### config.mk
export PLATFORM = sky130hd
export DESIGN_NAME = vision_rope_angle_generator
export DESIGN_NICKNAME = d
export VERILOG_FILES = /design/src/hdl/vra_pkg.sv /design/src/hdl/vra_angle_pipe.sv /design/src/hdl/vision_rope_angle_generator.sv
export SDC_FILE = /design/constraint.sdc
export NUM_CORES = 1
export LEC_CHECK = 0
export ABC_AREA = 1
export BUFFER_PORTS_ARGS = -buffer_cell sky130_fd_sc_hd__buf_2
export CAP_MARGIN = 20
export CORE_UTILIZATION = 52
export CTS_CLUSTER_DIAMETER = 30
export DETAILED_ROUTE_END_ITERATION = 10
export GPL_ROUTABILITY_DRIVEN = 0
export PLACE_DENSITY = 0.69
export REMOVE_ABC_BUFFERS = 1
export SLEW_MARGIN = 30
export SYNTH_ARGS = -nofsm -noshare
export SYNTH_HDL_FRONTEND = slang
export SYNTH_HIERARCHICAL = 1
export SYNTH_SLANG_ARGS = --single-unit
### constraint.sdc
create_clock -name aclk -period 11.8 [get_ports aclk]
set_input_delay 1.77 -clock aclk [delete_from_list [all_inputs] [get_ports aclk]]
set_output_delay 1.77 -clock aclk [all_outputs]
set_load 0.01 [all_outputs]
### src/hdl/vra_pkg.sv
// Shared constants and types for the vision rotary angle generator.
`timescale 1ns / 1ps
package vra_pkg;

    localparam int FREQ_SLOTS_DEF = 16;
    localparam int MAX_GRID_DEF   = 1024;
    localparam int FREQ_FRAC_DEF  = 23;

    localparam int FREQ_W     = 24;
    localparam int ANGLE_W    = 33;
    localparam int SLOT_W     = 4;
    localparam int CFG_DIM_W  = 11;
    localparam int MERGE_W    = 4;
    localparam int FRAME_W    = 10;
    localparam int INNER_W    = 3;
    localparam int CFG_IDX_W  = 8;
    localparam int CFG_DATA_W = 32;

    localparam logic [CFG_DIM_W-1:0] MAX_FRAMES = 11'd1024;
    localparam logic [MERGE_W-1:0]   MAX_MERGE  = 4'd8;

    localparam logic [CFG_DIM_W-1:0] GRID_T_RST = 11'd1;
    localparam logic [CFG_DIM_W-1:0] GRID_H_RST = 11'd2;
    localparam logic [CFG_DIM_W-1:0] GRID_W_RST = 11'd2;
    localparam logic [MERGE_W-1:0]   MERGE_RST  = 4'd2;

    localparam logic [CFG_IDX_W-1:0] CFG_GRID_T = 8'd0;
    localparam logic [CFG_IDX_W-1:0] CFG_GRID_H = 8'd1;
    localparam logic [CFG_IDX_W-1:0] CFG_GRID_W = 8'd2;
    localparam logic [CFG_IDX_W-1:0] CFG_MERGE  = 8'd3;

    localparam logic OP_LOAD  = 1'b0;
    localparam logic OP_TOKEN = 1'b1;

    typedef struct packed {
        logic start;
        logic last_grid;
    } vra_ctl_t;

endpackage

### src/hdl/vra_angle_pipe.sv
// Frequency table and shared multiplier that stream one token's angle beats.
`timescale 1ns / 1ps
module vra_angle_pipe #(
    parameter int FREQ_SLOTS = vra_pkg::FREQ_SLOTS_DEF,
    parameter int POS_W      = 10,
    localparam int IDX_W     = (FREQ_SLOTS > 1) ? $clog2(FREQ_SLOTS) : 1
) (
    input  logic                         aclk,
    input  logic                         aresetn,
    input  logic                         wr_en,
    input  logic [IDX_W-1:0]             wr_addr,
    input  logic [vra_pkg::FREQ_W-1:0]   wr_data,
    input  vra_pkg::vra_ctl_t            ctl,
    input  logic [POS_W-1:0]             hpos,
    input  logic [POS_W-1:0]             wpos,
    output logic                         busy,
    output logic                         m_valid,
    input  logic                         m_ready,
    output logic [vra_pkg::ANGLE_W-1:0]  m_angle,
    output logic                         m_is_width_half,
    output logic [vra_pkg::SLOT_W-1:0]   m_freq_slot,
    output logic                         m_last_in_row,
    output logic                         m_last_of_grid
);
    import vra_pkg::*;

    localparam int NBEAT  = 2 * FREQ_SLOTS;
    localparam int CNT_W  = $clog2(NBEAT + 1);
    localparam int PROD_W = POS_W + FREQ_W;
    localparam int SAT_W  = (PROD_W > ANGLE_W) ? PROD_W : ANGLE_W + 1;
    localparam logic [CNT_W-1:0]   LAST_CNT  = CNT_W'(NBEAT - 1);
    localparam logic [CNT_W-1:0]   HALF_CNT  = CNT_W'(FREQ_SLOTS);
    localparam logic [ANGLE_W-1:0] ANGLE_MAX = '1;

    logic [FREQ_W-1:0] freq_mem [FREQ_SLOTS];

    logic             issuing_reg;
    logic [CNT_W-1:0] cnt_reg;
    logic [POS_W-1:0] hpos_reg, wpos_reg;
    logic             lgrid_reg;

    logic              a_valid_reg;
    logic [FREQ_W-1:0] a_inv_reg;
    logic [POS_W-1:0]  a_pos_reg;
    logic              a_half_reg;
    logic [IDX_W-1:0]  a_slot_reg;
    logic              a_lrow_reg;

    logic               m_valid_reg;
    logic [ANGLE_W-1:0] m_angle_reg;
    logic               m_half_reg;
    logic [SLOT_W-1:0]  m_slot_reg;
    logic               m_lrow_reg;
    logic               m_lgrid_reg;

    logic                    adv;
    logic                    issue_half;
    logic [CNT_W-1:0]        issue_slot;
    logic [IDX_W-1:0]        issue_addr;
    logic [PROD_W-1:0]       prod;
    logic [SAT_W-1:0]        prod_ext;
    logic                    prod_sat;
    logic [IDX_W+SLOT_W-1:0] slot_ext;

    // The output register frees up when empty or when its beat is taken.
    assign adv        = !m_valid_reg || m_ready;
    assign issue_half = cnt_reg >= HALF_CNT;
    assign issue_slot = issue_half ? cnt_reg - HALF_CNT : cnt_reg;
    assign issue_addr = issue_slot[IDX_W-1:0];

    assign prod     = a_pos_reg * a_inv_reg;
    assign prod_ext = SAT_W'(prod);
    assign prod_sat = prod_ext > SAT_W'(ANGLE_MAX);
    assign slot_ext = {{SLOT_W{1'b0}}, a_slot_reg};

    assign busy            = issuing_reg || a_valid_reg;
    assign m_valid         = m_valid_reg;
    assign m_angle         = m_angle_reg;
    assign m_is_width_half = m_half_reg;
    assign m_freq_slot     = m_slot_reg;
    assign m_last_in_row   = m_lrow_reg;
    assign m_last_of_grid  = m_lgrid_reg;

    always_ff @(posedge aclk) begin
        if (wr_en) begin
            freq_mem[wr_addr] <= wr_data;
        end
    end

    always_ff @(posedge aclk) begin
        if (!aresetn) begin
            issuing_reg <= 1'b0;
            cnt_reg     <= '0;
            a_valid_reg <= 1'b0;
            m_valid_reg <= 1'b0;
        end else begin
            if (adv) begin
                m_valid_reg <= a_valid_reg;
            end
            if (ctl.start) begin
                issuing_reg <= 1'b1;
                cnt_reg     <= '0;
            end else if (adv) begin
                a_valid_reg <= issuing_reg;
                if (issuing_reg) begin
                    cnt_reg <= cnt_reg + CNT_W'(1);
                    if (cnt_reg == LAST_CNT) begin
                        issuing_reg <= 1'b0;
                    end
                end
            end
        end
    end

    always_ff @(posedge aclk) begin
        if (ctl.start) begin
            hpos_reg  <= hpos;
            wpos_reg  <= wpos;
            lgrid_reg <= ctl.last_grid;
        end
        if (adv && issuing_reg && !ctl.start) begin
            a_inv_reg  <= freq_mem[issue_addr];
            a_pos_reg  <= issue_half ? wpos_reg : hpos_reg;
            a_half_reg <= issue_half;
            a_slot_reg <= issue_addr;
            a_lrow_reg <= cnt_reg == LAST_CNT;
        end
        if (adv && a_valid_reg) begin
            m_angle_reg <= prod_sat ? ANGLE_MAX : prod_ext[ANGLE_W-1:0];
            m_half_reg  <= a_half_reg;
            m_slot_reg  <= slot_ext[SLOT_W-1:0];
            m_lrow_reg  <= a_lrow_reg;
            m_lgrid_reg <= lgrid_reg;
        end
    end

endmodule

### src/hdl/vision_rope_angle_generator.sv
// Top level: configuration, merge-block position counters and token sequencer.
// Load beat: taken and written to the frequency table, no result; ready again the next cycle.
// Token beat (dropped on an empty grid): check and setup states, then 2*FREQ_SLOTS angle
// beats at one per cycle while the result side does not stall, from the single shared
// multiplier; the next token is accepted only once the angle pipe is no longer busy.
// Reset clears the position counters and restores the default geometry registers;
// the frequency table is not cleared and must be loaded before use.
`timescale 1ns / 1ps
module vision_rope_angle_generator #(
    parameter int FREQ_SLOTS     = vra_pkg::FREQ_SLOTS_DEF,
    parameter int MAX_GRID       = vra_pkg::MAX_GRID_DEF,
    parameter int FREQ_FRAC_BITS = vra_pkg::FREQ_FRAC_DEF
) (
    input  logic                            aclk,
    input  logic                            aresetn,
    input  logic                            cfg_valid,
    output logic                            cfg_ready,
    input  logic [vra_pkg::CFG_IDX_W-1:0]   cfg_index,
    input  logic [vra_pkg::CFG_DATA_W-1:0]  cfg_data,
    input  logic                            s_valid,
    output logic                            s_ready,
    input  logic                            s_opcode,
    input  logic [3:0]                      s_freq_index,
    input  logic [vra_pkg::FREQ_W-1:0]      s_freq_value,
    output logic                            m_valid,
    input  logic                            m_ready,
    output logic [vra_pkg::ANGLE_W-1:0]     m_angle,
    output logic                            m_is_width_half,
    output logic [vra_pkg::SLOT_W-1:0]      m_freq_slot,
    output logic                            m_last_in_row,
    output logic                            m_last_of_grid
);
    import vra_pkg::*;

    localparam int IDX_W  = (FREQ_SLOTS > 1) ? $clog2(FREQ_SLOTS) : 1;
    localparam int BLK_W  = $clog2(MAX_GRID);
    localparam int DIM_W  = ($clog2(MAX_GRID + 1) > CFG_DIM_W) ? $clog2(MAX_GRID + 1)
                                                                : CFG_DIM_W;
    localparam int CMP_W  = ((DIM_W > BLK_W + 4) ? DIM_W : BLK_W + 4) + 2;
    localparam logic [5:0]  HALF_LIM = 6'(FREQ_SLOTS);
    localparam logic [31:0] FREQ_ONE = 32'd1 << FREQ_FRAC_BITS;

    typedef enum logic [1:0] {S_IDLE, S_CHECK, S_SETUP, S_RUN} state_t;

    state_t               state_reg;
    logic [CFG_DIM_W-1:0] grid_t_reg, grid_h_reg, grid_w_reg;
    logic [MERGE_W-1:0]   merge_reg;
    logic [FRAME_W-1:0]   frame_reg;
    logic [BLK_W-1:0]     block_row_reg, block_col_reg;
    logic [INNER_W-1:0]   inner_row_reg, inner_col_reg;

    logic [CFG_DIM_W-1:0] t_c;
    logic [DIM_W-1:0]     gh_ext, gw_ext, h_c, w_c;
    logic [MERGE_W-1:0]   m_c;
    logic [CMP_W-1:0]     h_w, w_w, m_w, br_m, bc_m, hpos_w, wpos_w;
    logic                 empty, bad, row_end, col_end;
    logic                 ir_wrap, ic_wrap, fc_wrap, last_tok;

    logic                 take;
    logic                 wr_en;
    logic [IDX_W+3:0]     addr_ext;
    logic                 freq_big;
    logic [FREQ_W-1:0]    wr_data;
    vra_ctl_t             ctl;
    logic                 busy;

    assign cfg_ready = 1'b1;
    assign s_ready   = state_reg == S_IDLE;
    assign take      = s_valid && s_ready;

    assign wr_en    = take && (s_opcode == OP_LOAD) && ({2'b00, s_freq_index} < HALF_LIM);
    assign addr_ext = {{IDX_W{1'b0}}, s_freq_index};
    assign freq_big = {8'd0, s_freq_value} > FREQ_ONE;
    assign wr_data  = freq_big ? FREQ_ONE[FREQ_W-1:0] : s_freq_value;

    // Clamp the geometry registers to the supported range.
    assign t_c    = (grid_t_reg > MAX_FRAMES) ? MAX_FRAMES : grid_t_reg;
    assign gh_ext = DIM_W'(grid_h_reg);
    assign gw_ext = DIM_W'(grid_w_reg);
    assign h_c    = (gh_ext > DIM_W'(MAX_GRID)) ? DIM_W'(MAX_GRID) : gh_ext;
    assign w_c    = (gw_ext > DIM_W'(MAX_GRID)) ? DIM_W'(MAX_GRID) : gw_ext;
    assign m_c    = (merge_reg > MAX_MERGE) ? MAX_MERGE : merge_reg;
    assign h_w    = CMP_W'(h_c);
    assign w_w    = CMP_W'(w_c);
    assign m_w    = CMP_W'(m_c);

    // Block index b is in range when (b+1)*m fits in the dimension.
    assign br_m   = CMP_W'(block_row_reg) * m_w;
    assign bc_m   = CMP_W'(block_col_reg) * m_w;
    assign empty  = (t_c == '0) || (m_c == '0) || (m_w > h_w) || (m_w > w_w);
    assign bad    = ({1'b0, frame_reg} >= t_c) || (br_m + m_w > h_w) || (bc_m + m_w > w_w)
                 || ({1'b0, inner_row_reg} >= m_c) || ({1'b0, inner_col_reg} >= m_c);

    assign hpos_w  = br_m + CMP_W'(inner_row_reg);
    assign wpos_w  = bc_m + CMP_W'(inner_col_reg);
    assign row_end = br_m + (m_w << 1) > h_w;
    assign col_end = bc_m + (m_w << 1) > w_w;
    assign ir_wrap = {1'b0, inner_row_reg} + 4'd1 >= m_c;
    assign ic_wrap = {1'b0, inner_col_reg} + 4'd1 >= m_c;
    assign fc_wrap = {1'b0, frame_reg} + 11'd1 >= t_c;
    assign last_tok = fc_wrap && row_end && col_end && ir_wrap && ic_wrap;

    assign ctl.start     = state_reg == S_SETUP;
    assign ctl.last_grid = last_tok;

    always_ff @(posedge aclk) begin
        if (!aresetn) begin
            grid_t_reg <= GRID_T_RST;
            grid_h_reg <= GRID_H_RST;
            grid_w_reg <= GRID_W_RST;
            merge_reg  <= MERGE_RST;
        end else if (cfg_valid) begin
            case (cfg_index)
                CFG_GRID_T: grid_t_reg <= cfg_data[CFG_DIM_W-1:0];
                CFG_GRID_H: grid_h_reg <= cfg_data[CFG_DIM_W-1:0];
                CFG_GRID_W: grid_w_reg <= cfg_data[CFG_DIM_W-1:0];
                CFG_MERGE:  merge_reg  <= cfg_data[MERGE_W-1:0];
                default: ;
            endcase
        end
    end

    always_ff @(posedge aclk) begin
        if (!aresetn) begin
            state_reg     <= S_IDLE;
            frame_reg     <= '0;
            block_row_reg <= '0;
            block_col_reg <= '0;
            inner_row_reg <= '0;
            inner_col_reg <= '0;
        end else begin
            case (state_reg)
                S_IDLE: begin
                    if (take && s_opcode == OP_TOKEN) begin
                        state_reg <= S_CHECK;
                    end
                end
                S_CHECK: begin
                    // Drop the beat on an empty grid; restart counters left out of range.
                    if (empty) begin
                        state_reg <= S_IDLE;
                    end else begin
                        state_reg <= S_SETUP;
                        if (bad) begin
                            frame_reg     <= '0;
                            block_row_reg <= '0;
                            block_col_reg <= '0;
                            inner_row_reg <= '0;
                            inner_col_reg <= '0;
                        end
                    end
                end
                S_SETUP: begin
                    state_reg <= S_RUN;
                    if (!ic_wrap) begin
                        inner_col_reg <= inner_col_reg + INNER_W'(1);
                    end else begin
                        inner_col_reg <= '0;
                        if (!ir_wrap) begin
                            inner_row_reg <= inner_row_reg + INNER_W'(1);
                        end else begin
                            inner_row_reg <= '0;
                            if (!col_end) begin
                                block_col_reg <= block_col_reg + BLK_W'(1);
                            end else begin
                                block_col_reg <= '0;
                                if (!row_end) begin
                                    block_row_reg <= block_row_reg + BLK_W'(1);
                                end else begin
                                    block_row_reg <= '0;
                                    frame_reg     <= fc_wrap ? '0 : frame_reg + FRAME_W'(1);
                                end
                            end
                        end
                    end
                end
                S_RUN: begin
                    if (!busy) begin
                        state_reg <= S_IDLE;
                    end
                end
                default: state_reg <= S_IDLE;
            endcase
        end
    end

    vra_angle_pipe #(
        .FREQ_SLOTS (FREQ_SLOTS),
        .POS_W      (BLK_W)
    ) u_pipe (
        .aclk            (aclk),
        .aresetn         (aresetn),
        .wr_en           (wr_en),
        .wr_addr         (addr_ext[IDX_W-1:0]),
        .wr_data         (wr_data),
        .ctl             (ctl),
        .hpos            (hpos_w[BLK_W-1:0]),
        .wpos            (wpos_w[BLK_W-1:0]),
        .busy            (busy),
        .m_valid         (m_valid),
        .m_ready         (m_ready),
        .m_angle         (m_angle),
        .m_is_width_half (m_is_width_half),
        .m_freq_slot     (m_freq_slot),
        .m_last_in_row   (m_last_in_row),
        .m_last_of_grid  (m_last_of_grid)
    );

endmodule

# Word-level counts from Yosys, hierarchy flattened

Memories as Yosys holds them, arrays and structs flattened. A register that Yosys moved wholly into a read port is not among the register bits.
Cells that the tools add are included.
W data, S select, Z words.

Add/sub/neg operators: 16
$mul: 3
Order comparisons: 19
Equal/unequal tests: 15
Muxes and demuxes: 41
Bitwise operators: 3
Reduce and logical (&&, ||, !) cells: 40

Operators by type and width:

| kind                    | count |
|---|---|
| $mux W10                | 15 |
| $gt A15 B11 Y1          | 4 |
| $pmux W10 S2            | 3 |
| $gt A34 B33 Y1 const B  | 1 |
| $mul A10 B24 Y34        | 1 |
| $gt A11 B11 Y1 const B  | 3 |
| $mux W11                | 3 |
| $add A10 B1 Y10 const B | 3 |
| $add A14 B4 Y15         | 2 |
| $add A14 B5 Y15         | 2 |
| $mul A10 B4 Y14         | 2 |
| $gt A24 B24 Y1 const B  | 1 |
| $mux W24                | 1 |
| $gt A4 B11 Y1           | 2 |
| $add A10 B3 Y10         | 2 |
| $eq A8 B2 Y1 const B    | 2 |
| $mux W3                 | 5 |
| $ne A2 B2 Y1 const B    | 7 |
| $reduce_and A2 Y1       | 7 |
| $pmux W3 S2             | 2 |
| $add A10 B1 Y11 const B | 1 |
| $ge A10 B11 Y1          | 1 |
| $ge A11 B11 Y1          | 1 |
| $logic_not A11 Y1       | 1 |
| 31 further kinds        | 65 |

Register bits after elaboration: 161
RAM bits: 384
Input port bits: 74
Output and inout port bits: 43
Word-level logic and storage cells: 164
Memories kept: 1

Memories:

| name            | words | bits a word | rd ports | clocked after Yosys merged registers in | wr ports | line                 | text |
|---|---|---|---|---|---|---|---|
| u_pipe.freq_mem | 16    | 24          | 1        | 1                                       | 1        | vra_angle_pipe.sv:35 | `logic [FREQ_W-1:0] freq_mem [FREQ_SLOTS];` |

# Logic depth before layout (Yosys ltp)

Gate-level depths: netlist of run 1.

Depth after elaboration: 12
Mapped depth: 41

# Cells and area by module

Netlist of run 1, hierarchy kept.

By module, submodules not included:

| module                      | times used | cells an instance | area each (um^2) | seq. area each (um^2) |
|---|---|---|---|---|
| vra_angle_pipe              | 1          | 2570              | 27312.4          | 14744.1 |
| vision_rope_angle_generator | 1          | 1666              | 10649.0          | 1501.4 |

# Worst setup path after synthesis of run 1

No wires, ideal clock.

Path kind: register -> register
From: register merge_reg[3]
To: register frame_reg[9]
Library setup time: 112 ps
Arrival time: 6214 ps
Path slack: 5474 ps
Stages on the path, launching flop included: 33
Buffers on the path: 3
Cells stage by stage: dfxtp_1 > clkbuf_1 > nor2_1 > clkinv_1 > buf_1 > nor2_1 > fa_1 > inv_1 > fa_1 > inv_1 > ha_1 > or2_1 > nand2_2 > inv_2 > ha_1 > a21oi_1 > nor2_8 > nand2_4 > xor2_1 > inv_1 > ha_1 > nand2_1 > nor4_1 > o21ai_1 > inv_1 > nand3_4 > nand2_4 > inv_4 > nand3_4 > buf_12 > nand2_1 > nand2_1 > nor2_2

Word-level cells in the longest chain between the ends: 11
Elaborated cells between the ends (all ways): 33
Those cells by class: add/sub: 4; mul: 2; order compare: 11; eq/ne: 6; mux: 1; reduce/logical: 9

Ends and longest elaborated chain:

| element                         | line                               | text |
|---|---|---|
| from (decl)                     | vision_rope_angle_generator.sv:47  | `logic [MERGE_W-1:0] merge_reg;` |
| from (signal assigned)          | vision_rope_angle_generator.sv:117 | `CFG_MERGE: merge_reg <= cfg_data[MERGE_W-1:0];` |
| $gt A4 B4 Y1                    | vision_rope_angle_generator.sv:82  | `assign m_c = (merge_reg > MAX_MERGE) ? MAX_MERGE : merge_reg;` |
| $mux W4 (*)                     | vision_rope_angle_generator.sv:82  |  |
| $mul A10 B4 Y14                 | vision_rope_angle_generator.sv:88  | `assign br_m = CMP_W'(block_row_reg) * m_w;` |
| $add A14 B4 Y15                 | vision_rope_angle_generator.sv:91  | `assign bad = ({1'b0, frame_reg} >= t_c) \|\| (br_m + m_w > h_w) \|\| (bc_m + m_w > w_w)` |
| $gt A15 B11 Y1                  | vision_rope_angle_generator.sv:91  |  |
| $logic_or A1 B1 Y1 (2 in a row) | vision_rope_angle_generator.sv:91  |  |
| $logic_or A1 B1 Y1 (2 in a row) | vision_rope_angle_generator.sv:92  | `\|\| ({1'b0, inner_row_reg} >= m_c) \|\| ({1'b0, inner_col_reg} >= m_c);` |
| $ne A2 B2 Y1 (no line)          | -                                  |  |
| $reduce_and A7 Y1 (no line) (*) | -                                  |  |
| to (signal assigned)            | vision_rope_angle_generator.sv:171 | `frame_reg <= fc_wrap ? '0 : frame_reg + FRAME_W'(1);` |
| to (decl)                       | vision_rope_angle_generator.sv:48  | `logic [FRAME_W-1:0] frame_reg;` |

Mark *: on every way between the ends. The rest lies on a longest branch, timed or not.
A chain may end at the register's enable or synchronous reset.

# Worst setup path in the final report of run 1

From: register merge_reg[3]
To: register block_row_reg[6]

Word-level cells in the longest chain between the ends: 11
Elaborated cells between the ends (all ways): 37
Those cells by class: add/sub: 4; mul: 2; order compare: 11; eq/ne: 5; mux: 6; reduce/logical: 9

Ends and longest elaborated chain:

| element                         | line                               | text |
|---|---|---|
| $gt A4 B4 Y1                    | vision_rope_angle_generator.sv:82  |  |
| $mux W4 (*)                     | vision_rope_angle_generator.sv:82  |  |
| $mul A10 B4 Y14                 | vision_rope_angle_generator.sv:88  |  |
| $add A14 B4 Y15                 | vision_rope_angle_generator.sv:91  |  |
| $gt A15 B11 Y1                  | vision_rope_angle_generator.sv:91  |  |
| $logic_or A1 B1 Y1 (2 in a row) | vision_rope_angle_generator.sv:91  |  |
| $logic_or A1 B1 Y1 (2 in a row) | vision_rope_angle_generator.sv:92  |  |
| $ne A2 B2 Y1 (no line)          | -                                  |  |
| $reduce_and A6 Y1 (no line)     | -                                  |  |
| to (signal assigned)            | vision_rope_angle_generator.sv:168 | `block_row_reg <= block_row_reg + BLK_W'(1);` |
| to (decl)                       | vision_rope_angle_generator.sv:49  | `logic [BLK_W-1:0] block_row_reg, block_col_reg;` |

Mark *: on every way between the ends. The rest lies on a longest branch, timed or not. The select of a mux whose other input is x is not followed.

==> results of run 1 <==
## cell families (layout without fill, tap and decap cells)
group	after synthesis	in the layout	share of synthesized area
mux	15	15	0.00396
simple gates	1842	1842	0.207
compound gates	453	453	0.0713
buf+inv	841	1009	0.0867
flops	569	569	0.428
fa+ha+maj	430	430	0.184
other cells	1	2	0.0000988
xor+xnor	85	85	0.0196
## power by group
| group | total [mW] | switching [mW] | internal, mW |
|---|---|---|---|
| Combinational | 3.12 | 1.95 | 1.17 |
| Sequential | 2.40 | 0.0664 | 2.33 |
| Clock | 3.19 | 1.06 | 2.13 |
| Total | 8.70 | 3.08 | 5.63 |
## worst max-delay path, delay by kind of cell, from the launching register on
family / cells / cell delay [ns]
flip-flops: 1 / 0.29
XOR/XNOR: 1 / 0.19
AO/OA/AOI/OAI: 2 / 0.32
buffers and inverters: 7 / 1.77
adder cells (fa/ha/maj): 6 / 2.00
AND/OR/NAND/NOR: 20 / 3.04
## final timing paths
check | from | endpoint | slack, ns | cells after the start
worst min register to register | u_pipe/a_half_reg | u_pipe/m_is_width_half | 0.42 | 0
worst min-delay path | u_pipe/a_half_reg | u_pipe/m_is_width_half | 0.42 | 0
worst max-delay path | merge_reg[3] | block_row_reg[6] | 3.95 | 36
worst max register to register | merge_reg[3] | block_row_reg[6] | 3.95 | 36
## per-layer routing
layer,track usage,vias up
li1,-,13900
met1,0.347,13500
met2,0.399,965
met3,0.0374,157
met4,0.0770,0
met5,0,-
## placed cells by master (no fill, tap or decap), types with 22 or more instances in the layout
master	n
fa_1	212
inv_1	661
xor2_1	66
o32ai_1	48
o211ai_1	38
nand2_1	905
bufinv_16	22
edfxtp_1	485
nand4_1	33
nand3_1	146
nand2_2	62
buf_2	94
nor2_2	28
o21ai_0	197
ha_1	218
a21oi_1	102
clkbuf_16	103
dfxtp_1	81
nor2_4	27
nor2_1	551
## layout make-up
cell class | count | area share
well taps | 950 | 0.0273
repair buffers | 132 | 0.0259
diodes | 1 | 0.0000574
multi-input cells | 2826 | 0.426
clock buffers | 115 | 0.0613
flip-flops and latches | 569 | 0.373
inverters | 687 | 0.0595
clock inverters | 75 | 0.0266
## stage by stage
| stage | hold slack (ns) | setup slack (ns) | util |
|---|---|---|---|
| after global placement | 0.405 | 4.26 | 0.545 |
| after floorplan | 0.400 | 5.16 | - |
| after global routing | 0.430 | 3.30 | 0.607 |
| final | 0.416 | 3.95 | 0.607 |
| after detailed placement | 0.406 | 4.13 | 0.552 |
| after CTS | 0.417 | 4.01 | 0.605 |
==> flow_summary.toml, run 1 <==
[drt]
vias = 28500
wl_mm = 90.2
highest_layer = "met4"
vias_per_cell = 5.32
drc = 0
drt_iter0_drc = 2361
ant_nets = 0
met2RoutedLength_mm = 41.4
wl_met3_mm = 6.31
avgRoutedWirePerCell_um = 16.8
wirelength_met1_mm = 40.4
drtPass1Iterations = 6

[placed_design]
placed_cell_area_um2 = 39700
numPortBuffers = 94
dp.cells = 5158
dpl.hpwl_mm = 62.4

[hold_path]
hold_class = "reg -> reg"

[finish]
synthToLayoutAreaGrowth_pct = 14.8
fin_cells = 5355
drive_above_1_share = 0.110
fillerInstances = 6034
multi_input_area_um2 = 18600
final-seq-area_um2 = 16300
final_area_um2 = 43600
nets = 4822
largest_register_ffs = 384

[setup_path]
critPathCaptureType = "flip-flop"
worstPathRequired_ns = 12.29
path_class = "reg -> reg"
crit_fanout = 30
startpoint_type = "flip-flop"
crit_top_cell = "nor2_1"
crit_path_top_delay_cell = "clkinv_1"
cpPeakStageDelay_ns = 0.67
crit_arrival_ns = 8.34

[yosys]
syn_area_um2 = 38000
synth_top_cell_by_area = "edfxtp_1"
synth.most_common_cell = "nand2_1"
ys_types = 62
synth-seq-area-share = 0.428
netlist_top_cells_area = "edfxtp_1, fa_1, nand2_1"
async_reset_ff_frac = 0
synth_common_cells = "nand2_1, inv_1, nor2_1"
synth.avg_cell_area_um2 = 8.96
synthCells = 4236
yosys.area.top_type_share = 0.384
ys_warn_count = 6
ys_ff_latch = 569
synth_edf_count = 485
synthFlopType = "edfxtp_1"

[clock_tree]
path_clk_slew_ns = 0.05
postCtsResizedCells = 0
postCtsSetupRepairBufs = 0
clock_path_buffers = 3
clock_latency_ns = 0.70
cts_made_buffers = 102
htree_levels = 3
tritoncts = "done"
ctsHoldBuffers = 0
clock_sinks = 569
cts_root_buf = "clkbuf_16"

[timing]
maxSlewHeadroom = 0.283
max_freq_mhz = 127
worst_pin_slew_ns = 1.08
fin_skew_ns = 0.0891
slew_violations = 0
hold_viol = 0
fin_setup_tns_ns = 0
fin_crit_ns = 7.85
fin_crit_sh = 0.665
rsz0062_at_grt = "false"
setup_viol = 0

[power]
power_mw = 8.70
ir_drop_mv = 0.257
power.leakage_nw = 20.0
pwr_density_cell_nw_per_um2 = 200

[global_routing]
grt_pass1_wl_mm = 145
track_usage = 0.248
grt_max_degree = 90
grt-ovfl-total = 0
grt_antenna_before_repair = 1
first_global_vias = 27600

[floorplanning]
core_um2 = 71900
io_pins = 117
die_area_um2 = 74100
fp.dieH_um = 272
initial_core_util = 0.528
die_w_um = 272
fp-row-count = 98

[run_status]
status = "finished clean"

[run]
max-cap-violations = 0
(Power assumes the default switching activity.)
==> run 2, diff against run 1 <==
==> constraint.sdc (replaced) <==
create_clock -name aclk -period 8.05 [get_ports aclk]
set_input_delay 1.2075 -clock aclk [delete_from_list [all_inputs] [get_ports aclk]]
set_output_delay 1.2075 -clock aclk [all_outputs]
set_load 0.01 [all_outputs]
==> flow_summary.toml, run 2 (synthesis gave the netlist of run 1 again) <==
[drt]
vias_per_cell = 5.31
avgRoutedWirePerCell_um = 16.7
ant_nets = 0
drtPass1Iterations = 6
drt_iter0_drc = 2222
vias = 28500
wl_mm = 89.7
drc = 0

[power]
pwr_density_cell_nw_per_um2 = 292
ir_drop_mv = 0.340
power.leakage_nw = 20.0

[finish]
largest_register_ffs = 384
final_common_cell = "nand2_1"
final_area_um2 = 43600
final_cell_mix = "nand2_1, inv_1, nor2_1, edfxtp_1, ha_1"
nets = 4827
fin_cells = 5364
synthToLayoutAreaGrowth_pct = 15.0
drive_above_1_share = 0.113

[setup_path]
crit_top_cell = "nor2_1"
crit_path_top_delay_cell = "clkinv_1"
startpoint_type = "flip-flop"
regToRegStartpoint = "merge_reg[1]"
crit_start = "merge_reg[1]"
crit_arrival_ns = 7.33
worstReg2RegEnd = "block_row_reg[8]"
crit_end = "block_row_reg[8]"
cpPeakStageDelay_ns = 0.67
critPathCaptureType = "flip-flop"
crit_fanout = 20
rrSetupSlack_ns = 1.20
worstRegToRegCells = 36
worstPathRequired_ns = 8.53
path_class = "reg -> reg"

[clock_tree]
cts_made_buffers = 103
tritoncts = "done"
postCtsSetupRepairBufs = 0
clock_sinks = 569
clock_latency_ns = 0.70
cts_root_buf = "clkbuf_16"
clock_path_buffers = 3
htree_levels = 3
path_clk_slew_ns = 0.05
ctsHoldBuffers = 0
postCtsResizedCells = 0

[global_routing]
track_usage = 0.246
grt-ovfl-total = 0
grt_antenna_before_repair = 3
first_global_vias = 27700
grt_max_degree = 94
grt_pass1_wl_mm = 144

[placed_design]
dpl.hpwl_mm = 62.5
placed_cell_area_um2 = 39700
numPortBuffers = 94
dp.cells = 5163

[floorplanning]
core_um2 = 71900
die_area_um2 = 74100
io_pins = 117
fp.dieH_um = 272
die_w_um = 272
initial_core_util = 0.528
fp-row-count = 98

[timing]
fin_setup_tns_ns = 0
slew_violations = 0
rsz0062_at_grt = "false"
fin_crit_ns = 6.85
fin_crit_sh = 0.851
hold_viol = 0
setup_viol = 0
max_freq_mhz = 146
worst_pin_slew_ns = 0.991
maxSlewHeadroom = 0.339
fin_skew_ns = 0.109

[run]
max-cap-violations = 0

[hold_path]
hold_class = "reg -> reg"

[run_status]
status = "finished clean"
==> run 2: cell count changes in the layout (fill, tap and decap cells not counted), moves of 2 or more <==
cell	change
clkinvlp_4	-3
inv_6	+10
buf_4	+3
clkinv_4	+12
buf_8	+3
clkinv_1	-8
bufinv_16	-3
inv_8	-2
==> run 2: worst min path at each step <==
| stage | slack (ns) | end | cells after the start | start |
|---|---|---|---|---|
| 6_report | 0.42 | u_pipe/m_is_width_half | 0 | u_pipe/a_half_reg |
| 3_3_place_gp | 0.40 | u_pipe/m_is_width_half | 0 | u_pipe/a_half_reg |
| 2_1_floorplan | 0.40 | u_pipe/m_freq_slot[0] | 0 | u_pipe/a_slot_reg[0] |
| 5_1_grt | 0.43 | u_pipe/m_is_width_half | 0 | u_pipe/a_half_reg |
| 4_1_cts | 0.42 | u_pipe/m_is_width_half | 0 | u_pipe/a_half_reg |
| 3_5_place_dp | 0.41 | u_pipe/m_is_width_half | 0 | u_pipe/a_half_reg |
==> run 2: final cells by class <==
class	count	area, µm²
Fill cell	5998	28200
Multi-Input combinational cell	2826	18600
Sequential cell	569	16300
Clock buffer	113	2660
Inverter	687	2590
Clock inverter	82	1200
Tap cell	950	1190
Timing Repair Buffer	136	1160
Antenna cell	1	2.50
==> run 2: per-layer routing <==
metal	routed length, µm	GRT usage	up-vias
li1	-	-	13900
met1	38400	0.336	13400
met2	41300	0.395	1012
met3	7750	0.0480	168
met4	2170	0.0798	0
met5	0	0	-
==> run 2: stage by stage <==
stage	setup WS, ns	hold slack [ns]	util	total power, mW
2_1_floorplan	1.41	0.400	-	7.14
3_5_place_dp	1.34	0.406	0.553	8.13
5_1_grt	0.637	0.427	0.607	13.6
3_3_place_gp	1.38	0.404	0.546	8.05
6_report	1.20	0.415	0.607	12.7
4_1_cts	1.25	0.417	0.606	12.8
==> run 2: worst max-delay path, delay by kind of cell (launching register included) <==
kind / cells / cell delay (ns)
and+or+nand+nor: 20 / 2.35
buffers and inverters: 7 / 1.48
DFF: 1 / 0.32
xor gates and xnor gates: 1 / 0.18
AOI/OAI and AO/OA: 2 / 0.34
adders and majority gates: 6 / 1.98
==> run 2: where the power goes <==
part / internal (mW) / leakage (nW) / total (mW) / switching, mW
Sequential: 3.42 / 5.13 / 3.52 / 0.0980
Clock: 3.05 / 1.86 / 4.66 / 1.61
Combinational: 1.72 / 13.0 / 4.57 / 2.85
Total: 8.18 / 20.0 / 12.7 / 4.56
